$ cat src/design/fir_linear_convolution_core_defines.svh
// ---------------------------------------------------------------------------
// FIR core assertion macros
// Implication checks sampled on i_clk, disabled while i_rst_n is low.
// ---------------------------------------------------------------------------
`ifndef FIR_LINEAR_CONVOLUTION_CORE_DEFINES_SVH
`define FIR_LINEAR_CONVOLUTION_CORE_DEFINES_SVH

// same-cycle implication
`define FLC_ASSERT_IMP(label, ante, cons, msg) \
    label: assert property (@(posedge i_clk) disable iff (!i_rst_n) \
        (ante) |-> (cons)) else $error(msg);

// next-cycle implication
`define FLC_ASSERT_NXT(label, ante, cons, msg) \
    label: assert property (@(posedge i_clk) disable iff (!i_rst_n) \
        (ante) |=> (cons)) else $error(msg);

`endif

$ cat src/design/flc_pkg.sv
// ---------------------------------------------------------------------------
// FIR core package
// Field widths, command codes and controller/datapath link types.
// ---------------------------------------------------------------------------
package flc_pkg;

    localparam int MAX_TAPS_DEF = 64;
    localparam int CMD_W        = 2;
    localparam int IDX_W        = 6;
    localparam int VAL_W        = 16;
    localparam int PROD_W       = 2 * VAL_W;
    localparam int OUT_W        = 48;
    localparam int TAPC_W       = 7;

    localparam logic [TAPC_W-1:0] TAP_COUNT_RST = TAPC_W'(64);

    typedef enum logic [CMD_W-1:0] {
        CMD_LOAD  = 2'd0,
        CMD_PUSH  = 2'd1,
        CMD_CLEAR = 2'd2
    } t_cmd;

    typedef struct packed {
        logic load_coef;
        logic clear_hist;
        logic push;
        logic issue;
        logic out_load;
    } t_dp_cmd;

    typedef struct packed {
        logic last_tap;
        logic pipe_busy;
    } t_dp_sts;

endpackage

$ cat src/design/flc_if.sv
// ---------------------------------------------------------------------------
// FIR core channels
// Input word, result word and configuration write channels.
// ---------------------------------------------------------------------------
interface flc_in_if import flc_pkg::*; ();
    logic                    valid;
    logic                    ready;
    logic        [CMD_W-1:0] cmd;
    logic        [IDX_W-1:0] tap_index;
    logic signed [VAL_W-1:0] value;

    modport source (output valid, output cmd, output tap_index, output value, input ready);
    modport sink   (input valid, input cmd, input tap_index, input value, output ready);
endinterface

interface flc_out_if import flc_pkg::*; ();
    logic                    valid;
    logic                    ready;
    logic signed [OUT_W-1:0] filtered;

    modport source (output valid, output filtered, input ready);
    modport sink   (input valid, input filtered, output ready);
endinterface

interface flc_cfg_if import flc_pkg::*; ();
    logic              valid;
    logic              ready;
    logic [TAPC_W-1:0] data;

    modport source (output valid, output data, input ready);
    modport sink   (input valid, input data, output ready);
endinterface

$ cat src/design/flc_datapath.sv
// ---------------------------------------------------------------------------
// FIR core datapath
// Tap and delay-line memories, shared multiply-accumulate, result register.
// ---------------------------------------------------------------------------
module flc_datapath import flc_pkg::*; #(
    parameter int MAX_TAPS = MAX_TAPS_DEF
) (
    input  logic                    i_clk,
    input  logic                    i_rst_n,
    input  logic                    i_cfg_we,
    input  logic [TAPC_W-1:0]       i_cfg_data,
    input  logic [IDX_W-1:0]        i_tap_index,
    input  logic signed [VAL_W-1:0] i_value,
    input  t_dp_cmd                 i_cmd,
    output t_dp_sts                 o_sts,
    output logic signed [OUT_W-1:0] o_filtered
);

    localparam int AW   = (MAX_TAPS > 1) ? $clog2(MAX_TAPS) : 1;
    localparam int CNTW = $clog2(MAX_TAPS + 1);

    logic signed [VAL_W-1:0] coef_mem [MAX_TAPS];
    logic signed [VAL_W-1:0] hist_mem [MAX_TAPS];

    logic [TAPC_W-1:0]        r_tap_count;
    logic [AW-1:0]            r_head, n_head;
    logic [CNTW-1:0]          r_fill, n_fill;
    logic [AW-1:0]            r_j;
    logic [AW-1:0]            r_slot, n_slot;
    logic signed [VAL_W-1:0]  r_coef_q;
    logic signed [VAL_W-1:0]  r_hist_q;
    logic                     r_live_q;
    logic                     r_v1;
    logic                     r_v2;
    logic signed [PROD_W-1:0] r_prod;
    logic signed [OUT_W-1:0]  r_acc;
    logic signed [OUT_W-1:0]  r_out;
    logic [CNTW-1:0]          taps;

    always_comb begin
        if (r_tap_count == '0) begin
            taps = CNTW'(1);
        end else if (int'(r_tap_count) > MAX_TAPS) begin
            taps = CNTW'(MAX_TAPS);
        end else begin
            taps = CNTW'(r_tap_count);
        end
        n_head = (r_head == AW'(MAX_TAPS - 1)) ? '0 : r_head + AW'(1);
        n_fill = (r_fill == CNTW'(MAX_TAPS)) ? r_fill : r_fill + CNTW'(1);
        n_slot = (r_slot == '0) ? AW'(MAX_TAPS - 1) : r_slot - AW'(1);
    end

    assign o_sts.last_tap  = (CNTW'(r_j) == taps - CNTW'(1));
    assign o_sts.pipe_busy = r_v1 | r_v2;
    assign o_filtered      = r_out;

    always_ff @(posedge i_clk) begin
        if (!i_rst_n) begin
            r_tap_count <= TAP_COUNT_RST;
            r_head      <= '0;
            r_fill      <= '0;
            r_v1        <= 1'b0;
            r_v2        <= 1'b0;
        end else begin
            if (i_cfg_we) begin
                r_tap_count <= i_cfg_data;
            end
            if (i_cmd.clear_hist) begin
                r_head <= '0;
                r_fill <= '0;
            end else if (i_cmd.push) begin
                r_head <= n_head;
                r_fill <= n_fill;
            end
            r_v1 <= i_cmd.issue;
            r_v2 <= r_v1;
        end
    end

    always_ff @(posedge i_clk) begin
        if (i_cmd.load_coef && (int'(i_tap_index) < MAX_TAPS)) begin
            coef_mem[AW'(i_tap_index)] <= i_value;
        end
        if (i_cmd.push) begin
            hist_mem[r_head] <= i_value;
        end
    end

    always_ff @(posedge i_clk) begin
        if (i_cmd.push) begin
            r_j    <= '0;
            r_slot <= r_head;
        end else if (i_cmd.issue) begin
            r_j    <= r_j + AW'(1);
            r_slot <= n_slot;
        end
        if (i_cmd.issue) begin
            r_coef_q <= coef_mem[r_j];
            r_hist_q <= hist_mem[r_slot];
            r_live_q <= (CNTW'(r_j) < r_fill);
        end
        if (r_v1) begin
            if (r_live_q) begin
                r_prod <= r_coef_q * r_hist_q;
            end else begin
                r_prod <= '0;
            end
        end
        if (i_cmd.push) begin
            r_acc <= '0;
        end else if (r_v2) begin
            r_acc <= r_acc + OUT_W'(r_prod);
        end
        if (i_cmd.out_load) begin
            r_out <= r_acc;
        end
    end

endmodule

$ cat src/design/flc_ctrl.sv
// ---------------------------------------------------------------------------
// FIR core controller
// Word decode, tap sequencing and result handshake.
// ---------------------------------------------------------------------------
module flc_ctrl import flc_pkg::*; (
    input  logic             i_clk,
    input  logic             i_rst_n,
    input  logic             i_in_valid,
    input  logic [CMD_W-1:0] i_in_cmd,
    input  logic             i_out_ready,
    input  t_dp_sts          i_sts,
    output logic             o_in_ready,
    output logic             o_out_valid,
    output t_dp_cmd          o_cmd
);

    typedef enum logic [1:0] {
        S_IDLE,
        S_MAC,
        S_DRAIN
    } t_state;

    t_state r_state, n_state;
    logic   r_out_valid;
    logic   accept;

    assign o_in_ready  = (r_state == S_IDLE);
    assign o_out_valid = r_out_valid;
    assign accept      = i_in_valid && (r_state == S_IDLE);

    always_comb begin
        o_cmd   = '0;
        n_state = r_state;
        unique case (r_state)
            S_IDLE: begin
                if (accept) begin
                    unique case (t_cmd'(i_in_cmd))
                        CMD_LOAD:  o_cmd.load_coef  = 1'b1;
                        CMD_CLEAR: o_cmd.clear_hist = 1'b1;
                        CMD_PUSH: begin
                            o_cmd.push = 1'b1;
                            n_state    = S_MAC;
                        end
                        default: ;
                    endcase
                end
            end
            S_MAC: begin
                o_cmd.issue = 1'b1;
                if (i_sts.last_tap) begin
                    n_state = S_DRAIN;
                end
            end
            S_DRAIN: begin
                if (!i_sts.pipe_busy && (!r_out_valid || i_out_ready)) begin
                    o_cmd.out_load = 1'b1;
                    n_state        = S_IDLE;
                end
            end
            default: n_state = S_IDLE;
        endcase
    end

    always_ff @(posedge i_clk) begin
        if (!i_rst_n) begin
            r_state     <= S_IDLE;
            r_out_valid <= 1'b0;
        end else begin
            r_state <= n_state;
            if (o_cmd.out_load) begin
                r_out_valid <= 1'b1;
            end else if (i_out_ready) begin
                r_out_valid <= 1'b0;
            end
        end
    end

endmodule

$ cat src/design/fir_linear_convolution_core.sv
// ---------------------------------------------------------------------------
// Direct-form FIR convolution core
// Loads taps, pushes Q1.15 samples through a delay line and returns the
// full-precision Q18.30 sum over the active taps.
//
//   channel    dir  payload                        handshake
//   i_in_ch    in   cmd[1:0] tap_index[5:0] value  valid/ready
//   o_out_ch   out  filtered[47:0]                 valid/ready
//   i_cfg_ch   in   data[6:0] (tap_count)          valid/ready, ready tied high
//
// Load, clear and unused words are taken while idle and leave the input
// ready. A push runs the accept, one multiply-accumulate per tap on the
// shared MAC fed by registered reads of the tap and delay-line memories,
// and then pipeline drain and result load.
// Reset needs no memory sweep: a fill count masks delay-line slots not yet
// written since reset or clear. A waiting result holds in the output
// register; a later push stalls in drain until that word is taken.
// ---------------------------------------------------------------------------
`include "fir_linear_convolution_core_defines.svh"

module fir_linear_convolution_core import flc_pkg::*; #(
    parameter int MAX_TAPS = MAX_TAPS_DEF
) (
    input  logic      i_clk,
    input  logic      i_rst_n,
    flc_in_if.sink    i_in_ch,
    flc_out_if.source o_out_ch,
    flc_cfg_if.sink   i_cfg_ch
);

    t_dp_cmd dp_cmd;
    t_dp_sts dp_sts;

    assign i_cfg_ch.ready = 1'b1;

    flc_ctrl u_ctrl (
        .i_clk       (i_clk),
        .i_rst_n     (i_rst_n),
        .i_in_valid  (i_in_ch.valid),
        .i_in_cmd    (i_in_ch.cmd),
        .i_out_ready (o_out_ch.ready),
        .i_sts       (dp_sts),
        .o_in_ready  (i_in_ch.ready),
        .o_out_valid (o_out_ch.valid),
        .o_cmd       (dp_cmd)
    );

    flc_datapath #(
        .MAX_TAPS (MAX_TAPS)
    ) u_dp (
        .i_clk       (i_clk),
        .i_rst_n     (i_rst_n),
        .i_cfg_we    (i_cfg_ch.valid),
        .i_cfg_data  (i_cfg_ch.data),
        .i_tap_index (i_in_ch.tap_index),
        .i_value     (i_in_ch.value),
        .i_cmd       (dp_cmd),
        .o_sts       (dp_sts),
        .o_filtered  (o_out_ch.filtered)
    );

    `FLC_ASSERT_NXT(a_push_busy,
        i_in_ch.valid && i_in_ch.ready && (i_in_ch.cmd == CMD_PUSH),
        !i_in_ch.ready, "push did not start the tap sequence")
    `FLC_ASSERT_NXT(a_other_one_cycle,
        i_in_ch.valid && i_in_ch.ready && (i_in_ch.cmd != CMD_PUSH),
        i_in_ch.ready, "non-push word held the input")
    `FLC_ASSERT_IMP(a_idle_pipe_empty, i_in_ch.ready, !dp_sts.pipe_busy,
        "MAC pipeline busy while idle")

endmodule
$ cat src/flat_wrapper.sv
// flat-port wrapper written by rule: the top's interface ports become plain ports
module fir_linear_convolution_core_flat import flc_pkg::*;
#(
    parameter int MAX_TAPS = MAX_TAPS_DEF
)
  (i_clk, i_rst_n, i_in_ch_valid, i_in_ch_cmd, i_in_ch_tap_index, i_in_ch_value, i_in_ch_ready, o_out_ch_valid, o_out_ch_filtered, o_out_ch_ready, i_cfg_ch_valid, i_cfg_ch_data, i_cfg_ch_ready);
  flc_in_if i_in_ch_i ();
  flc_out_if o_out_ch_i ();
  flc_cfg_if i_cfg_ch_i ();
  input  logic i_clk;
  input  logic i_rst_n;
  input wire logic [$bits(i_in_ch_i.valid)-1:0] i_in_ch_valid;
  input wire logic [$bits(i_in_ch_i.cmd)-1:0] i_in_ch_cmd;
  input wire logic [$bits(i_in_ch_i.tap_index)-1:0] i_in_ch_tap_index;
  input wire logic [$bits(i_in_ch_i.value)-1:0] i_in_ch_value;
  output wire logic [$bits(i_in_ch_i.ready)-1:0] i_in_ch_ready;
  output wire logic [$bits(o_out_ch_i.valid)-1:0] o_out_ch_valid;
  output wire logic [$bits(o_out_ch_i.filtered)-1:0] o_out_ch_filtered;
  input wire logic [$bits(o_out_ch_i.ready)-1:0] o_out_ch_ready;
  input wire logic [$bits(i_cfg_ch_i.valid)-1:0] i_cfg_ch_valid;
  input wire logic [$bits(i_cfg_ch_i.data)-1:0] i_cfg_ch_data;
  output wire logic [$bits(i_cfg_ch_i.ready)-1:0] i_cfg_ch_ready;
  assign i_in_ch_i.valid = i_in_ch_valid;
  assign i_in_ch_i.cmd = i_in_ch_cmd;
  assign i_in_ch_i.tap_index = i_in_ch_tap_index;
  assign i_in_ch_i.value = i_in_ch_value;
  assign i_in_ch_ready = i_in_ch_i.ready;
  assign o_out_ch_valid = o_out_ch_i.valid;
  assign o_out_ch_filtered = o_out_ch_i.filtered;
  assign o_out_ch_i.ready = o_out_ch_ready;
  assign i_cfg_ch_i.valid = i_cfg_ch_valid;
  assign i_cfg_ch_i.data = i_cfg_ch_data;
  assign i_cfg_ch_ready = i_cfg_ch_i.ready;
  fir_linear_convolution_core #(.MAX_TAPS(MAX_TAPS)) u_core (.i_clk(i_clk), .i_rst_n(i_rst_n), .i_in_ch(i_in_ch_i), .o_out_ch(o_out_ch_i), .i_cfg_ch(i_cfg_ch_i));
endmodule
$ cat config.mk
export PLATFORM = sky130hd
export DESIGN_NAME = fir_linear_convolution_core_flat
export DESIGN_NICKNAME = d
export VERILOG_FILES = /design/src/design/flc_pkg.sv /design/src/design/flc_if.sv /design/src/design/flc_datapath.sv /design/src/design/flc_ctrl.sv /design/src/design/fir_linear_convolution_core.sv /design/src/flat_wrapper.sv
export VERILOG_INCLUDE_DIRS = /design/src /design/src/design
export SDC_FILE = /design/constraint.sdc
export NUM_CORES = 2
export LEC_CHECK = 0
export ABC_AREA = 1
export BUFFER_PORTS_ARGS = -buffer_cell sky130_fd_sc_hd__buf_2
export CORE_MARGIN = 2
export CORE_UTILIZATION = 41
export DETAILED_ROUTE_END_ITERATION = 10
export HOLD_SLACK_MARGIN = 0.15
export SYNTH_ARGS = -nofsm -noshare
export SYNTH_HDL_FRONTEND = slang
export SYNTH_HIERARCHICAL = 1
export SYNTH_SLANG_ARGS = --single-unit
$ cat constraint.sdc
create_clock -name i_clk -period 17.2 [get_ports i_clk]
set_input_delay 1.72 -clock i_clk [delete_from_list [all_inputs] [get_ports i_clk]]
set_output_delay 1.72 -clock i_clk [all_outputs]
set_load 0.01 [all_outputs]
==> results.tsv <==
stage	metric	value	unit
layout	Fillers	22152	
synthesis	Yosys reg bits	2246	
setup_path	Crit Reg-Reg Endpoint	u_core/u_dp/r_prod[23]	
setup_path	Crit. Startpoint	u_core/u_dp/r_coef_q[7]	
floorplan	Core Region	0.2462	mm²
run_status	outcome	complete, no violations	
floorplan	Die Area	0.2519	mm²
sta	max-slew violations	0	
setup_path	crit path launch type	flip-flop	
sta	Final Critical Period	6290	ps
layout	Final Net Count	9196	
global_route	total track usage	22.29	%
flow_run	max-capacitance violation count	0	
route	DR pass1 iterations	8	
global_route	GRT overflow	0	
global_route	vias in the first global route	65744	
sta	RSZ-0062 raised after global routing	false	
setup_path	Critical Path End	u_core/u_dp/r_prod[23]	
sta	final hold vios	0	
floorplan	Starting Density	41.29	%
setup_path	Worst R2R Start	u_core/u_dp/r_coef_q[7]	
synthesis	Yosys warning count	6	
power	Pwr Total	0.01682	W
synthesis	syn nets	9196	
synthesis	Cells after Synth	8756	
min_path	HP Start	u_core/u_dp/r_acc[5]	
setup_path	crit path kind	reg2reg	
global_route	initial antenna violation count	12	
global_route	largest net degree at the start of global routing	239	
clocking	CTS max path bufs	3	
power	P_leak	40.42	nW
route	Avg WL per Cell	23.24	µm
route	routed via count	67792	
layout	Layout area overhead	11.02	%
sta	Clock Skew	77.08	ps
synthesis	synth unique cells	48	
placement	I/O Buffers	85	
clocking	clk slew on worst S/H paths	60	ps
clocking	CTS buffer count	229	
route	vias per inst	5.526	
sta	setup_tns	0	ps
sta	max_slew headroom	17.86	%
clocking	Root Driver	clkbuf_16	
synthesis	largest family of logic cells by synthesized area	simple AND/OR/NAND/NOR gates	
layout	multi-input logic area	0.03006	mm²
placement	Placed Cells	11837	
setup_path	CP endpoint kind	flip-flop	
clocking	Post-CTS Repair Setup Buffers	0	
sta	Worst Tran Pin Value	1232	ps
power	Max VDD drop	214.7	µV
synthesis	Post-Synth Adder-Cell Area	6.916	%
synthesis	Synth Flop Type	edfxtp_1	
floorplan	# rows	182	
min_path	HP Class	reg2reg	
clocking	H-tree levels	4	
sta	FMAX	159.0	MHz
power	PwrDens	149.1	mW/mm²
floorplan	Die Height	501.9	µm
synthesis	Post-synth EDFFs	2167	
setup_path	worst reg2reg path depth	24	
layout	layout cell share with drive strength beyond 1	6.973	%
synthesis	Synth Area per Inst	11.61	µm²
floorplan	Die W	501.9	µm
synthesis	Mapped Area	0.1016	mm²
layout	final cell count without fillers	12268	
clocking	worst skew pair latency	890	ps
synthesis	xor and xnor area share after synthesis	0.3275	%
floorplan	I/O pin cnt	87	
synthesis	ys async rst share	0	%
setup_path	R2R setup slack	10910	ps
clocking	CTS tree	done	
setup_path	Max FO, Critical Path	16	
clocking	post-cts resize count	0	
setup_path	WP data arrival	6930	ps
synthesis	Synth Area in Simple Gates	11.22	%
sta	WHS	477.6	ps
sta	Final period util	36.57	%
synthesis	post-synthesis mux area share	0	%
setup_path	Worst Path Required	17840	ps
route	Routed WL	285.1	mm
global_route	first-pass GRT wire length	423.1	mm
clocking	Hold Buf Count CTS	0	
placement	gpl congestion	0.9072	
synthesis	Compound-Gate Fraction of Synth Area	11.07	%
layout	Core Util, Final	45.84	%
sta	final setup fails	0	
min_path	Hold Path Stages	0	
route	Residual DRC	0	
synthesis	sequential area share after synthesis	65.58	%
route	DR iter-0 viols	7045	
route	Antenna Nets Post-Route	0	
clocking	Sink Count	2246	
layout	Reg area	0.06667	mm²
placement	DP HPWL	167.4	mm
-- final cells by class --
class	instances	share of cell area (%)
Antenna cell	7	0.01552
Clock buffer	287	5.290
Clock inverter	137	1.019
Inverter	738	2.488
Multi-Input combinational cell	5261	26.64
Sequential cell	2246	59.08
Tap cell	3312	3.672
Timing Repair Buffer	280	1.799
-- flip-flops by register name (all words and copies together) (netlist names) --
| register | cells |
|---|---|
| u_core/u_dp/hist_mem | 1024 |
| u_core/u_dp/coef_mem | 1024 |
| u_core/u_dp/r_j | 6 |
| u_core/u_dp/r_hist_q | 16 |
| u_core/u_dp/r_v2 | 1 |
| u_core/u_dp/r_fill | 7 |
| u_core/u_dp/o_filtered | 48 |
| u_core/u_ctrl/r_state | 2 |
| u_core/u_dp/r_slot | 6 |
| u_core/u_dp/r_v1 | 1 |
| u_core/u_dp/r_live_q | 1 |
| u_core/u_dp/r_coef_q | 16 |
| u_core/u_dp/r_prod | 32 |
| u_core/u_ctrl/o_out_valid | 1 |
| u_core/u_dp/r_head | 6 |
| u_core/u_dp/r_tap_count | 7 |
| u_core/u_dp/r_acc | 48 |
-- power breakdown --
| part | leakage (nW) | switching (W) | internal [W] | total (W) |
|---|---|---|---|---|
| Combinational | 16.8 | 0.00394 | 0.00191 | 0.00585 |
| Sequential | 20.1 | 0.0000885 | 0.00615 | 0.00623 |
| Clock | 3.47 | 0.00211 | 0.00263 | 0.00474 |
| Total | 40.4 | 0.00614 | 0.0107 | 0.0168 |
-- Yosys cell counts, types with 2 or more instances --
cell | instances | area (µm²)
inv_1 | 727 | 2729
nor3b_1 | 2 | 15.01
o21bai_1 | 22 | 165.2
edfxtp_1 | 2167 | 65070
nor2_2 | 4 | 25.02
a31oi_1 | 18 | 112.6
nand3_1 | 271 | 1356
nand4_1 | 93 | 581.8
o221ai_1 | 192 | 1682
a31o_2 | 2 | 17.52
buf_2 | 127 | 635.6
xnor2_1 | 10 | 87.58
o311ai_0 | 2 | 17.52
or2_1 | 6 | 37.54
a22o_1 | 4 | 35.03
nor3_1 | 25 | 125.1
o21ai_0 | 1083 | 5420
a21oi_2 | 2 | 17.52
a21oi_1 | 155 | 775.7
o21ai_1 | 92 | 460.4
clkinv_1 | 5 | 18.77
nand3b_1 | 4 | 30.03
buf_4 | 20 | 150.1
buf_6 | 5 | 56.30
o211ai_1 | 67 | 503.0
a21o_1 | 5 | 37.54
nand2_1 | 966 | 3626
a21boi_0 | 3 | 22.52
fa_1 | 263 | 5265
and3_1 | 2 | 12.51
or2_2 | 7 | 43.79
ha_1 | 141 | 1764
nor2_1 | 1474 | 5533
xor2_1 | 28 | 245.2
dfxtp_1 | 79 | 1582
o21a_1 | 11 | 82.58
buf_1 | 23 | 86.33
o22ai_1 | 300 | 1877
inv_2 | 5 | 18.77
clkbuf_1 | 336 | 1261
-- cell usage in the layout, fill, tap and decap left out, types with 203 or more instances in the layout --
master	count
edfxtp_1	2167
o21ai_0	1083
clkbuf_16	230
nor2_1	1473
fa_1	263
nand3_1	271
o22ai_1	300
nand2_1	966
buf_4	203
inv_1	721
-- stage by stage --
step | worst slack, ps | area (µm²)
after floorplan | 11590 | 101600
after global placement | 10960 | 105700
after detailed placement | 10930 | 105700
after CTS | 11000 | 112800
after global routing | 10510 | 112800
final | 10910 | 112800
-- critical path, cell delays in order (launching register included) --
cell and delay [ps]:
edfxtp_1 840, nand2_1 180, fa_1 620, inv_1 70, fa_1 510, inv_1 70
fa_1 530, inv_1 50, fa_1 380, fa_1 510, inv_1 50, fa_1 470
inv_1 40, ha_1 370, nand2_1 140, nor2_1 250, inv_1 90, nor3_1 350
nand2_1 100, nand2_1 160, nand2_1 60, nand2_1 70, nand2_1 50, nand2_1 50
nor2_1 40
-- worst min-delay path by stage --
stage / to / slack [ps]
after global routing: u_core/u_dp/o_filtered[43] / 500
after floorplan: u_core/u_dp/o_filtered[0] / 430
after CTS: u_core/u_dp/o_filtered[27] / 470
after global placement: u_core/u_dp/o_filtered[25] / 450
final: u_core/u_dp/o_filtered[5] / 480
after detailed placement: u_core/u_dp/o_filtered[5] / 460
-- metal layers --
| metal | part of all wire [%] | global-route usage (%) | vias up | wire, µm |
|---|---|---|---|---|
| li1 | - | - | 30914 | - |
| met1 | 43 | 31.15 | 33818 | 122400 |
| met2 | 47 | 35.76 | 2617 | 132700 |
| met3 | 7.1 | 3.047 | 433 | 20270 |
| met4 | 3.4 | 7.698 | 10 | 9619 |
| met5 | 0.026 | 0 | - | 73 |
-- cells by family (layout without fill, tap and decap cells) --
kind of cell               count (synthesis)  after routing
xor gates and xnor gates                  38             38
buffers and inverters                   1249           1442
other                                      1              8
and+or+nand+nor                         2857           2857
AOI/OAI and AO/OA                       1961           1961
DFF                                     2246           2246
adders and majority gates                404            404
No activity file was read; power rests on OpenSTA's default activity.
